<file path="config.mk">
export PLATFORM = sky130hd
export DESIGN_NAME = url_percent_decoder
export DESIGN_NICKNAME = d
export VERILOG_FILES = /design/src/rtl/upd_pkg.sv /design/src/rtl/url_percent_decoder.sv /design/src/rtl/upd_front.sv /design/src/rtl/upd_queue.sv /design/src/rtl/upd_back.sv
export SDC_FILE = /design/constraint.sdc
export NUM_CORES = 1
export LEC_CHECK = 0
export BUFFER_PORTS_ARGS = -buffer_cell sky130_fd_sc_hd__buf_2
export CAP_MARGIN = 25
export CORE_ASPECT_RATIO = 0.7
export CORE_MARGIN = 5
export CORE_UTILIZATION = 47
export CTS_CLUSTER_SIZE = 10
export DETAILED_ROUTE_END_ITERATION = 6
export GPL_ROUTABILITY_DRIVEN = 0
export GPL_TIMING_DRIVEN = 0
export PLACE_DENSITY = 0.7
export SYNTH_ARGS = -nofsm -noshare
export SYNTH_HDL_FRONTEND = slang
export SYNTH_SLANG_ARGS = --single-unit
</file>
<file path="constraint.sdc">
create_clock -name clk -period 6 [get_ports clk]
set_clock_uncertainty 0.2 [all_clocks]
set_input_delay 0.6 -clock clk [delete_from_list [all_inputs] [get_ports clk]]
set_output_delay 0.6 -clock clk [all_outputs]
set_load 0.1 [all_outputs]
</file>
<file path="src/rtl/upd_pkg.sv">
package upd_pkg;

	localparam int unsigned MODE_W = 2;
	localparam int unsigned MAX_RES = 3;

	localparam logic [MODE_W-1:0] MODE_STRICT  = 2'd0;
	localparam logic [MODE_W-1:0] MODE_LENIENT = 2'd1;
	localparam logic [MODE_W-1:0] MODE_DISCARD = 2'd2;

	localparam logic [1:0] PH_NONE    = 2'd0;
	localparam logic [1:0] PH_PERCENT = 2'd1;
	localparam logic [1:0] PH_HELD    = 2'd2;

	localparam logic [7:0] CH_PLUS    = 8'h2B;
	localparam logic [7:0] CH_PERCENT = 8'h25;
	localparam logic [7:0] CH_SPACE   = 8'h20;

	// One queue entry: all results caused by one input transaction.
	typedef struct packed {
		logic [MAX_RES-1:0][7:0] bytes;
		logic [1:0]              nres;
		logic                    bare;
		logic                    last;
		logic                    err;
	} bundle_t;

	typedef struct packed {
		logic full;
		logic empty;
	} q_status_t;

endpackage

</file>
<file path="src/rtl/url_percent_decoder.sv">
// URL percent decoder.
// The s_axis channel takes one encoded character per transaction; tlast marks
// the final character of a string. The m_axis channel gives decoded
// characters: tuser[0] says the byte is a character (0 for a bare end marker),
// tuser[1] flags a strict-mode decode error on the last result of a string.
// Every string ends with exactly one result that carries tlast.
// The cfg channel writes decode_mode (0 strict, 1 lenient, 2 discard) and is
// always ready; write it only between strings while the block is idle.
// Results are registered in the queue before they appear on m_axis.
// Throughput: one character per cycle while each character causes at most one
// result. The back end hands out one result per cycle, so a character that
// causes two or three results stays at the head of the queue until all are out;
// the QUEUE_DEPTH-entry queue between front and back absorbs such bursts.
// When m_axis stalls, results wait in the queue and s_axis_tready drops only
// once the queue is full.
// Reset clears the escape state, the error flag, the queue and the mode.
module url_percent_decoder #(
	parameter int unsigned QUEUE_DEPTH = 2
) (
	input  logic                       clk,
	input  logic                       arst_n,
	input  logic                       cfg_valid,
	output logic                       cfg_ready,
	input  logic [upd_pkg::MODE_W-1:0] cfg_data,
	input  logic                       s_axis_tvalid,
	output logic                       s_axis_tready,
	input  logic [7:0]                 s_axis_tdata,  // [7:0] in_byte
	input  logic                       s_axis_tlast,
	output logic                       m_axis_tvalid,
	input  logic                       m_axis_tready,
	output logic [7:0]                 m_axis_tdata,  // [7:0] out_byte
	output logic [1:0]                 m_axis_tuser,  // [0] out_valid, [1] decode_error
	output logic                       m_axis_tlast
);

	logic [upd_pkg::MODE_W-1:0] mode_q;
	logic                       push;
	logic                       pop;
	upd_pkg::bundle_t           push_data;
	upd_pkg::bundle_t           head;
	upd_pkg::q_status_t         q_status;

	assign cfg_ready = 1'b1;

	always_ff @(posedge clk or negedge arst_n) begin
		if (!arst_n) begin
			mode_q <= upd_pkg::MODE_STRICT;
		end else if (cfg_valid && cfg_ready) begin
			mode_q <= cfg_data;
		end
	end

	upd_front u_front (
		.clk       (clk),
		.arst_n    (arst_n),
		.mode      (mode_q),
		.in_valid  (s_axis_tvalid),
		.in_ready  (s_axis_tready),
		.in_byte   (s_axis_tdata),
		.in_last   (s_axis_tlast),
		.q_status  (q_status),
		.push      (push),
		.push_data (push_data)
	);

	upd_queue #(
		.DEPTH (QUEUE_DEPTH)
	) u_queue (
		.clk       (clk),
		.arst_n    (arst_n),
		.push      (push),
		.push_data (push_data),
		.pop       (pop),
		.head      (head),
		.status    (q_status)
	);

	upd_back u_back (
		.clk        (clk),
		.arst_n     (arst_n),
		.head       (head),
		.q_status   (q_status),
		.pop        (pop),
		.out_tvalid (m_axis_tvalid),
		.out_tready (m_axis_tready),
		.out_tdata  (m_axis_tdata),
		.out_tuser  (m_axis_tuser),
		.out_tlast  (m_axis_tlast)
	);

endmodule

</file>
<file path="src/rtl/upd_front.sv">
module upd_front (
	input  logic                          clk,
	input  logic                          arst_n,
	input  logic [upd_pkg::MODE_W-1:0]    mode,
	input  logic                          in_valid,
	output logic                          in_ready,
	input  logic [7:0]                    in_byte,
	input  logic                          in_last,
	input  upd_pkg::q_status_t            q_status,
	output logic                          push,
	output upd_pkg::bundle_t              push_data
);

	typedef struct packed {
		logic [1:0]                       phase;
		logic [7:0]                       held;
		logic                             err;
		logic [upd_pkg::MAX_RES-1:0][7:0] b;
		logic [1:0]                       cnt;
	} work_t;

	logic [1:0] phase_q;
	logic [7:0] held_q;
	logic       err_q;
	logic       accept;
	work_t      w_in;
	work_t      w_fed;
	work_t      w_done;

	// Bit 4 flags a valid hex digit, bits 3:0 hold its value.
	function automatic logic [4:0] hex_val(input logic [7:0] c);
		logic [4:0] r;
		r = 5'd0;
		if (c >= 8'h30 && c <= 8'h39) r = {1'b1, 4'(c - 8'h30)};
		else if (c >= 8'h61 && c <= 8'h66) r = {1'b1, 4'(c - 8'h57)};
		else if (c >= 8'h41 && c <= 8'h46) r = {1'b1, 4'(c - 8'h37)};
		return r;
	endfunction

	function automatic work_t put(input work_t w, input logic [7:0] ch);
		work_t r;
		r = w;
		if (r.cnt < 2'd3) begin
			r.b[r.cnt] = ch;
			r.cnt = r.cnt + 2'd1;
		end
		return r;
	endfunction

	function automatic work_t feed_base(input work_t w, input logic [7:0] c);
		work_t r;
		r = w;
		if (!r.err) begin
			r.phase = upd_pkg::PH_NONE;
			if (c == upd_pkg::CH_PLUS) r = put(r, upd_pkg::CH_SPACE);
			else if (c == upd_pkg::CH_PERCENT) r.phase = upd_pkg::PH_PERCENT;
			else r = put(r, c);
		end
		return r;
	endfunction

	function automatic work_t feed_pct(input work_t w, input logic [1:0] md,
			input logic [7:0] c);
		work_t      r;
		logic [4:0] cv;
		r = w;
		cv = hex_val(c);
		if (md == upd_pkg::MODE_LENIENT) begin
			if (cv[4]) begin
				r.held = c;
				r.phase = upd_pkg::PH_HELD;
			end else begin
				r.phase = upd_pkg::PH_NONE;
				r = put(r, upd_pkg::CH_PERCENT);
				r = feed_base(r, c);
			end
		end else if (md == upd_pkg::MODE_DISCARD) begin
			r.held = c;
			r.phase = upd_pkg::PH_HELD;
		end else if (cv[4]) begin
			r.held = c;
			r.phase = upd_pkg::PH_HELD;
		end else begin
			r.err = 1'b1;
			r.phase = upd_pkg::PH_NONE;
		end
		return r;
	endfunction

	function automatic work_t feed(input work_t w, input logic [1:0] md,
			input logic [7:0] c);
		work_t      r;
		logic [7:0] h;
		logic [4:0] hv;
		logic [4:0] cv;
		r = w;
		h = w.held;
		hv = hex_val(h);
		cv = hex_val(c);
		if (!r.err) begin
			if (r.phase == upd_pkg::PH_PERCENT) begin
				r = feed_pct(r, md, c);
			end else if (r.phase == upd_pkg::PH_HELD) begin
				r.phase = upd_pkg::PH_NONE;
				if (hv[4] && cv[4]) begin
					r = put(r, {hv[3:0], cv[3:0]});
				end else if (md == upd_pkg::MODE_LENIENT) begin
					// The held character is replayed first; it may open a new escape.
					r = put(r, upd_pkg::CH_PERCENT);
					r = feed_base(r, h);
					if (r.phase == upd_pkg::PH_PERCENT) r = feed_pct(r, md, c);
					else r = feed_base(r, c);
				end else if (md != upd_pkg::MODE_DISCARD) begin
					r.err = 1'b1;
				end
			end else begin
				r = feed_base(r, c);
			end
		end
		return r;
	endfunction

	function automatic work_t flush_once(input work_t w, input logic [1:0] md);
		work_t r;
		r = w;
		if (r.phase != upd_pkg::PH_NONE && !r.err) begin
			if (md != upd_pkg::MODE_LENIENT && md != upd_pkg::MODE_DISCARD) begin
				r.err = 1'b1;
				r.phase = upd_pkg::PH_NONE;
			end else if (r.phase == upd_pkg::PH_PERCENT) begin
				r.phase = upd_pkg::PH_NONE;
				if (md == upd_pkg::MODE_LENIENT) r = put(r, upd_pkg::CH_PERCENT);
			end else begin
				r.phase = upd_pkg::PH_NONE;
				if (md == upd_pkg::MODE_LENIENT) r = put(r, upd_pkg::CH_PERCENT);
				r = feed_base(r, r.held);
			end
		end
		return r;
	endfunction

	assign in_ready = !q_status.full;
	assign accept   = in_valid && in_ready;

	always_comb begin
		w_in       = '0;
		w_in.phase = (phase_q == 2'd3) ? upd_pkg::PH_NONE : phase_q;
		w_in.held  = held_q;
		w_in.err   = err_q;
		w_fed      = feed(w_in, mode, in_byte);
		// A replayed held '%' can reopen an escape once, so two passes settle the end.
		w_done     = in_last ? flush_once(flush_once(w_fed, mode), mode) : w_fed;
	end

	always_comb begin
		push_data       = '0;
		push_data.bytes = w_done.b;
		push_data.last  = in_last;
		push_data.err   = in_last && w_done.err;
		push_data.bare  = (w_done.cnt == 2'd0);
		push_data.nres  = (w_done.cnt == 2'd0) ? 2'd1 : w_done.cnt;
		push            = accept && (in_last || w_done.cnt != 2'd0);
	end

	always_ff @(posedge clk or negedge arst_n) begin
		if (!arst_n) begin
			phase_q <= upd_pkg::PH_NONE;
			held_q  <= 8'd0;
			err_q   <= 1'b0;
		end else if (accept) begin
			if (in_last) begin
				phase_q <= upd_pkg::PH_NONE;
				held_q  <= 8'd0;
				err_q   <= 1'b0;
			end else begin
				phase_q <= w_fed.phase;
				held_q  <= w_fed.held;
				err_q   <= w_fed.err;
			end
		end
	end

endmodule

</file>
<file path="src/rtl/upd_queue.sv">
module upd_queue #(
	parameter int unsigned DEPTH = 2
) (
	input  logic               clk,
	input  logic               arst_n,
	input  logic               push,
	input  upd_pkg::bundle_t   push_data,
	input  logic               pop,
	output upd_pkg::bundle_t   head,
	output upd_pkg::q_status_t status
);

	localparam int unsigned PTR_W = (DEPTH > 1) ? $clog2(DEPTH) : 1;
	localparam int unsigned CNT_W = $clog2(DEPTH + 1);

	upd_pkg::bundle_t mem_q [DEPTH];
	logic [PTR_W-1:0] wr_ptr_q;
	logic [PTR_W-1:0] rd_ptr_q;
	logic [CNT_W-1:0] count_q;
	logic             do_push;
	logic             do_pop;

	assign status.full  = (count_q == CNT_W'(DEPTH));
	assign status.empty = (count_q == '0);
	assign do_push      = push && !status.full;
	assign do_pop       = pop && !status.empty;
	assign head         = mem_q[rd_ptr_q];

	always_ff @(posedge clk) begin
		if (do_push) mem_q[wr_ptr_q] <= push_data;
	end

	always_ff @(posedge clk or negedge arst_n) begin
		if (!arst_n) begin
			wr_ptr_q <= '0;
			rd_ptr_q <= '0;
			count_q  <= '0;
		end else begin
			if (do_push)
				wr_ptr_q <= (wr_ptr_q == PTR_W'(DEPTH - 1)) ? '0 : wr_ptr_q + PTR_W'(1);
			if (do_pop)
				rd_ptr_q <= (rd_ptr_q == PTR_W'(DEPTH - 1)) ? '0 : rd_ptr_q + PTR_W'(1);
			if (do_push && !do_pop) count_q <= count_q + CNT_W'(1);
			else if (do_pop && !do_push) count_q <= count_q - CNT_W'(1);
		end
	end

endmodule

</file>
<file path="src/rtl/upd_back.sv">
module upd_back (
	input  logic               clk,
	input  logic               arst_n,
	input  upd_pkg::bundle_t   head,
	input  upd_pkg::q_status_t q_status,
	output logic               pop,
	output logic               out_tvalid,
	input  logic               out_tready,
	output logic [7:0]         out_tdata,
	output logic [1:0]         out_tuser,
	output logic               out_tlast
);

	logic [1:0] idx_q;
	logic       fin;
	logic       xfer;

	assign out_tvalid = !q_status.empty;
	assign xfer       = out_tvalid && out_tready;
	assign fin        = (idx_q == head.nres - 2'd1);
	assign pop        = xfer && fin;

	always_comb begin
		out_tdata    = head.bare ? 8'd0 : head.bytes[idx_q];
		out_tlast    = head.last && fin;
		out_tuser[0] = !head.bare;
		out_tuser[1] = head.err && out_tlast;
	end

	always_ff @(posedge clk or negedge arst_n) begin
		if (!arst_n) begin
			idx_q <= 2'd0;
		end else if (xfer) begin
			idx_q <= fin ? 2'd0 : idx_q + 2'd1;
		end
	end

	a_idx_in_range: assert property (@(posedge clk) disable iff (!arst_n)
		out_tvalid |-> (idx_q < head.nres))
		else $error("result index beyond entry count");

	a_bare_is_last: assert property (@(posedge clk) disable iff (!arst_n)
		(out_tvalid && !out_tuser[0]) |-> out_tlast)
		else $error("bare end marker not marked last");

	a_idx_holds: assert property (@(posedge clk) disable iff (!arst_n)
		(out_tvalid && !out_tready) |=> (idx_q == $past(idx_q)))
		else $error("result index moved while stalled");

	a_err_only_last: assert property (@(posedge clk) disable iff (!arst_n)
		(out_tvalid && out_tuser[1]) |-> (out_tlast && !out_tuser[0] == head.bare))
		else $error("error flag on a result that is not last");

endmodule

</file>
# Yosys cells after proc, flatten, opt, wreduce, memory -nomap -nowiden
# Memory sizes are Yosys's and may differ from the RTL's.
# Cells that the tools add are included.
[totals]
ff_bits = 19
ramBits = 58
inputBits = 16
out_inout_bits = 14
wordCells = 304
mem_count = 1
[mem_list]
columns = ["memory", "depth", "width", "read_ports", "rd_clocked_by_memory_dff", "write_ports", "line_no", "rtl"]
rows = [
  ["u_queue.mem_q", 2, 29, 1, 0, 1, "upd_queue.sv:16", "upd_pkg::bundle_t mem_q [DEPTH];"],
]
[op_classes]
addsub = 20
magnitude_cmp = 37
eq_ne = 20
muxes = 148
bitwise = 27
n_reduce_logical = 43
[ops]
columns = ["cell", "n"]
rows = [
  ["$mux W26", 34],
  ["$mux W37", 22],
  ["$mux W36", 8],
  ["$bwmux W24", 6],
  ["$mux W10", 14],
  ["$demux W8 S2", 8],
  ["$not A21 Y21", 6],
  ["$mux W27", 4],
  ["$mux W8", 13],
  ["$and A21 B21 Y21", 4],
  ["$mux W5", 14],
  ["$eq A8 B6 Y1 const B", 8],
  ["$and A15 B15 Y15", 3],
  ["$not A15 Y15", 3],
  ["$and A7 B21 Y21", 2],
  ["$ge A8 B7 Y1 const B", 4],
  ["$le A8 B7 Y1 const B", 4],
  ["$logic_and A1 B1 Y1", 29],
  ["$lt A2 B3 Y1 const B", 9],
  ["$or A9 B9 Y9", 3],
  ["$add A2 B1 Y2 const B", 10],
  ["$bmux W8 S2", 1],
  ["$ge A2 B1 Y1 const B", 8],
  ["$ge A8 B6 Y1 const B", 2],
  ["20 further kinds", 76],
]

# Logic depth before layout (Yosys ltp)
[logic_depth]
word_depth = 108
ltp_mapped = 13
depth_no_buf = 12

# By module
# A second synthesis with hierarchy kept.
[hier_totals]
hier_cells = 558
area_unflattened_um2 = 5684.2
[by_module_without_submodules]
columns = ["mod", "n_inst", "cells_per_inst", "area_each_um2", "seq_area_each_um2"]
rows = [
  ["upd_front", 1, 386, 2785.2, 275.3],
  ["upd_queue", 1, 109, 2407.3, 1841.8],
  ["upd_back", 1, 57, 407.9, 50.0],
  ["url_percent_decoder", 1, 6, 83.8, 50.0],
]

# Worst setup path before layout
# Ideal clock, no wire load.
[synth_timing]
path_type = "in2reg"
startpoint = "input port s_axis_tdata[3]"
endpoint = "memory u_queue.mem_q[0][0] (netlist name) (enable)"
setup_ns = 0.418
t_arrival_ns = 3.812
required_ns = 5.382
setup_slack_ns = 1.569
path_stages = 9
path_buffers = 2
path_cell_list = "buf_6 or4b_1 a21oi_1 a21oi_2 buf_6 nor3_1 o31ai_2 a31oi_1 nor2b_1"
[synth_between]
elab_chain_len = 53
word_cells_on_any_way = 110
cone_classes = "add/sub (4); order compare (10); eq/ne (8); mux (74); reduce/logical (14)"
[synth_lines]
columns = ["element", "line_no", "rtl"]
rows = [
  ["start: declaration", "url_percent_decoder.sv:27", "input logic [7:0] s_axis_tdata,"],
  ["$ge A8 B7 Y1 or $le A8 B7 Y1 (tied branches)", "upd_front.sv:36", "else if (c >= 8'h41 && c <= 8'h46) r = {1'b1, 4'(c - 8'h37)};"],
  ["$logic_and A1 B1 Y1", "upd_front.sv:36", ""],
  ["$mux W5", "upd_front.sv:36", ""],
  ["$mux W5", "upd_front.sv:35", "else if (c >= 8'h61 && c <= 8'h66) r = {1'b1, 4'(c - 8'h57)};"],
  ["$mux W5", "upd_front.sv:34", "if (c >= 8'h30 && c <= 8'h39) r = {1'b1, 4'(c - 8'h30)};"],
  ["$mux W5", "upd_front.sv:111", "if (r.phase == upd_pkg::PH_PERCENT) r = feed_pct(r, md, c);"],
  ["$mux W5", "upd_front.sv:107", "end else if (md == upd_pkg::MODE_LENIENT) begin"],
  ["$mux W5", "upd_front.sv:105", "if (hv[4] && cv[4]) begin"],
  ["(+38 left out)", "n/a", ""],
  ["$mux W27 *", "upd_front.sv:152", "w_done = in_last ? flush_once(flush_once(w_fed, mode), mode) : w_fed;"],
  ["$reduce_bool A2 Y1 *", "upd_front.sv:162", "push = accept && (in_last || w_done.cnt != 2'd0);"],
  ["$logic_or A1 B1 Y1 *", "upd_front.sv:162", ""],
  ["$logic_and A1 B1 Y1 *", "upd_front.sv:162", ""],
  ["$logic_and A1 B1 Y1 *", "upd_queue.sv:25", "assign do_push = push && !status.full;"],
  ["net u_queue.do_push", "upd_queue.sv:20", "logic do_push;"],
  ["$mux W1 *", "upd_queue.sv:30", "if (do_push) mem_q[wr_ptr_q] <= push_data;"],
  ["$mux W1 (implied by the code) *", "upd_queue.sv:30", ""],
  ["end: declaration", "upd_queue.sv:16", ""],
]
# Mark *: on every way through the listed nets, which the timed path passes. The rest lies on a longest branch. The select of a mux whose other input is x is not followed.

==> results.txt <==
- Result of the run: finished, violations left
- Failing checks: DRC
* Hold_ws: 0.005395 ns
- STA classifies the critical path endpoint as a flip-flop.
* Half-perimeter wire length after placement: 10.60 mm
- Each instance of the synthesized netlist takes up on average 10.20 um^2.
- Entering global routing, the biggest net connects 30 pins.
- In this design, the stage delay of the slowest critical-path cell is 0.66 ns.
- Root cell of the clock tree: sky130_fd_sc_hd__clkbuf_16
- Area of the die: 12,660 um^2
- Leakage dissipation: 0.001989 uW
* Clk slew on worst S/H paths: 0.06 ns
* Net count reported at finish: 547
* Sequential fraction of the synthesis area: 45.02%
- Measured along the y axis, the die boundary spans 95.64 um.
- The repair_antennas step left the layout with diodes totalling 0.
- The via count of the first global-routing pass came to 4,119.
* Post-CTS Hold Fix Bufs: 0
- Io pins: 30
- Compared with the post-synthesis result, the final layout area differs by 12.55%.
- Share of synthesized flip-flops with an asynchronous set or reset: 24.68%
* Largest fanout on the critical path: 9
- Core ar.: 10,280 um^2
- Number of buffers added on ports: 25
- When the netlist entered floorplanning its net count stood at 510.
* CP Data Arrival Time: 4.70 ns
- Num CTS Buffers: 9
- Total via count after detailed routing: 4,357
* Area of the mapped netlist: 4925 um^2
- Initial Util: 47.91%
- In the final routed layout, each cell accounts on average for 21.63 um.
* CTS H-Tree Depth: 3
- For this run, the detailed router's first-pass iteration total came to 7.
* Register bit total from synthesis: 77
* Worst min-delay path category: input pin to asynchronous set/reset pin
- In this run the post-CTS setup repair buffer count came out at 0.
* Yosys top cell by area: sky130_fd_sc_hd__edfxtp_1
- IR analysis of the VDD net gives a maximum drop of 372.8 uV.
- Library cell contributing the largest single delay on the critical path: sky130_fd_sc_hd__nor4bb_1
* Crit start category: flip-flop
* Total count of hold-check failures in the final report: 0
* Portion of synthesized cell area occupied by the leading cell type: 35.37%
- Number of antenna violations at the first check in global routing: 0
- Timing would allow up to 208.4 MHz.
- First DRT Iteration DRCs: 507
- By startpoint and endpoint, the worst setup path is classified as flip-flop to flip-flop.
* Share of post-route cells with drive strength above 1: 16.38%
* Finished Core Util: 53.93%
- Number of maximum-capacitance constraint violations: 0
* Global-route wire length before repair: 22.34 mm
* Die X-Extent: 132.3 um
* Pins Over Slew Limit: 0
* EDFF count, synth: 58
- Broken down by cell family, the worst path's largest delay share belongs to simple AND/OR/NAND/NOR gates.
* Number of buffers on the longest clock path: 2
- Pwr Total: 2187 uW
- Setup_tns: 0 ns
- The Yosys step of the flow raised 0 warnings.
* Synth cell types: 74
- Drt via density: 6.632
- Source-to-sink clock delay at the later pin of the worst-skew pair: 0.33 ns
* Post-synthesis cell count: 483
- The tree built by TritonCTS fans out to 77 sinks.
- Counting both buffers and inverters, the worst setup path holds a total of 1.
* Total length of routed wires: 14.21 mm
* Critical path, cell by cell: inv_1, ha_1, nor4bb_1, nand4_1, or3_1, o31ai_1, a21boi_1, or3_1, nor2_1, or4_4, a32oi_1
- Global routing used 22.82% of the available tracks across all layers.
- Setup repair after global routing missed its margin: no
- The detail route stage leaves a number of antenna-violating nets equal to 0.
* Library cell appearing most often on the critical path: sky130_fd_sc_hd__or3_1
- Least-Margin Pin Slew: 0.8923 ns
- In this run the power density over the cells is 394.7 nW/um^2.
- After layout, the worst path uses 79.96% of the clock period.
- Among all flip-flop cells after synthesis, the most frequent one is sky130_fd_sc_hd__edfxtp_1.
- CTS tree: built
- Post-CTS sizing: 0
- After global routing the overflow that remains totals 0.
- Relative max-transition margin: 40.39%
- The smallest clock period supported by the final layout is computed as 4.798 ns.
- The library cells used most frequently in the layout, excluding fill and tap cells, are 58 x sky130_fd_sc_hd__edfxtp_1, 55 x sky130_fd_sc_hd__nor2_1, 39 x sky130_fd_sc_hd__nand2_1, 31 x sky130_fd_sc_hd__buf_2, 30 x sky130_fd_sc_hd__o21ai_0.
- Setup violations remaining at the end of the flow were counted as 0.
- Row generation in the floorplan step produced 31 rows.
- Leading cell type in the layout, fill and taps excluded: sky130_fd_sc_hd__edfxtp_1
* DR DRC count: 3
- Sorting the synthesized cells by area gives the leading types as sky130_fd_sc_hd__edfxtp_1 35%, sky130_fd_sc_hd__dfrtp_1 9.7%, sky130_fd_sc_hd__nor2_1 4.2%, sky130_fd_sc_hd__mux4_2 3.7%, sky130_fd_sc_hd__o21ai_0 3.0%.
- For the worst setup path, the data required time is 5.90 ns.
-- state kept, by name, summed over array words and instances (netlist names) --
register / cells
u_queue.mem_q: 58
u_front.phase_q: 2
u_queue.count_q: 2
u_front.err_q: 1
u_back.idx_q: 2
u_queue.rd_ptr_q: 1
u_front.held_q: 8
u_queue.wr_ptr_q: 1
mode_q: 2
-- cell usage after synthesis (all sizes together) (10+ instances only) --
cell    number
o21ai       32
inv         17
ha          11
edfxtp      58
a22o        11
nor2        55
dfrtp       19
nand2       39
nor3        10
clkbuf      12
a31oi       13
a22oi       10
buf         11
a21oi       29
-- per-layer routing --
layer	routed length (um)	vias up	global-route usage (%)	share of wire (%)
met3	1841	40	8.914	13
met4	313	0	5.508	2.2
li1	-	1921	-	-
met2	5687	287	32.82	40
met5	0	-	0	0
met1	6372	2109	32.40	45
-- stage by stage --
stage                     instances  setup slack [ns]  area, um^2
after CTS                       657             1.479        5543
final                           657             1.202        5543
after detailed placement        641             1.476        5250
after floorplan                 483             1.569        4925
after global routing            657             1.004        5543
after global placement          640            0.2843        5215
-- power breakdown --
part | switching [uW] | internal [uW] | leakage (uW)
combinational | 674 | 242 | 0.00105
sequential | 44.7 | 698 | 0.000797
clock | 208 | 321 | 0.000138
total | 926 | 1260 | 0.00199
-- final cells by class --
type | count | area (um^2)
fill | 919 | 4736
multi-input combinational | 365 | 2535
sequential | 77 | 2217
clock buffer | 10 | 229.0
tap | 132 | 165.2
timing repair buffer | 26 | 152.6
buffer | 23 | 112.6
inverter | 18 | 67.56
clock inverter | 6 | 63.81
-- worst reg2reg max path: stages (launching register included) --
cell	delay, ns
sky130_fd_sc_hd__dfrtp_1	0.50
sky130_fd_sc_hd__inv_1	0.16
sky130_fd_sc_hd__ha_1	0.26
sky130_fd_sc_hd__nor4bb_1	0.66
sky130_fd_sc_hd__nand4_1	0.30
sky130_fd_sc_hd__or3_1	0.42
sky130_fd_sc_hd__o31ai_1	0.23
sky130_fd_sc_hd__a21boi_1	0.49
sky130_fd_sc_hd__or3_1	0.32
sky130_fd_sc_hd__nor2_1	0.14
sky130_fd_sc_hd__or4_4	0.54
sky130_fd_sc_hd__a32oi_1	0.35
-- cell families (layout without fill, tap and decap cells) --
kind of cell	Yosys count	after routing	share of synthesized area, %
xor+xnor	12	12	2.134
other cells	1	1	0.07615
flops	77	77	45.02
fa+ha+maj	11	11	2.795
simple gates	157	157	16.03
buf+inv	41	83	3.658
mux	26	26	7.546
compound gates	158	158	22.74
-- final timing paths --
kind / startpoint / endpoint / slack (ns) / cells after the start
worst max register to register: u_front.held_q[1]$_DFFE_PN0P_ / u_queue.mem_q[0][19]$_DFFE_PP_ / 1.20 / 11
worst min register to register: u_queue.count_q[1]$_DFFE_PN0P_ / u_queue.count_q[1]$_DFFE_PN0P_ / 0.29 / 1
worst min-delay path: arst_n / mode_q[0]$_DFFE_PN0P_ / 0.005 / 1
min in group clk: cfg_data[0] / mode_q[0]$_DFFE_PN0P_ / 0.27 / 3
worst max-delay path: u_front.held_q[1]$_DFFE_PN0P_ / u_queue.mem_q[0][19]$_DFFE_PP_ / 1.20 / 11
max in group asynchronous: arst_n / u_front.held_q[0]$_DFFE_PN0P_ / 5.29 / 1
Note: power is estimated with default switching activity, not from simulation.
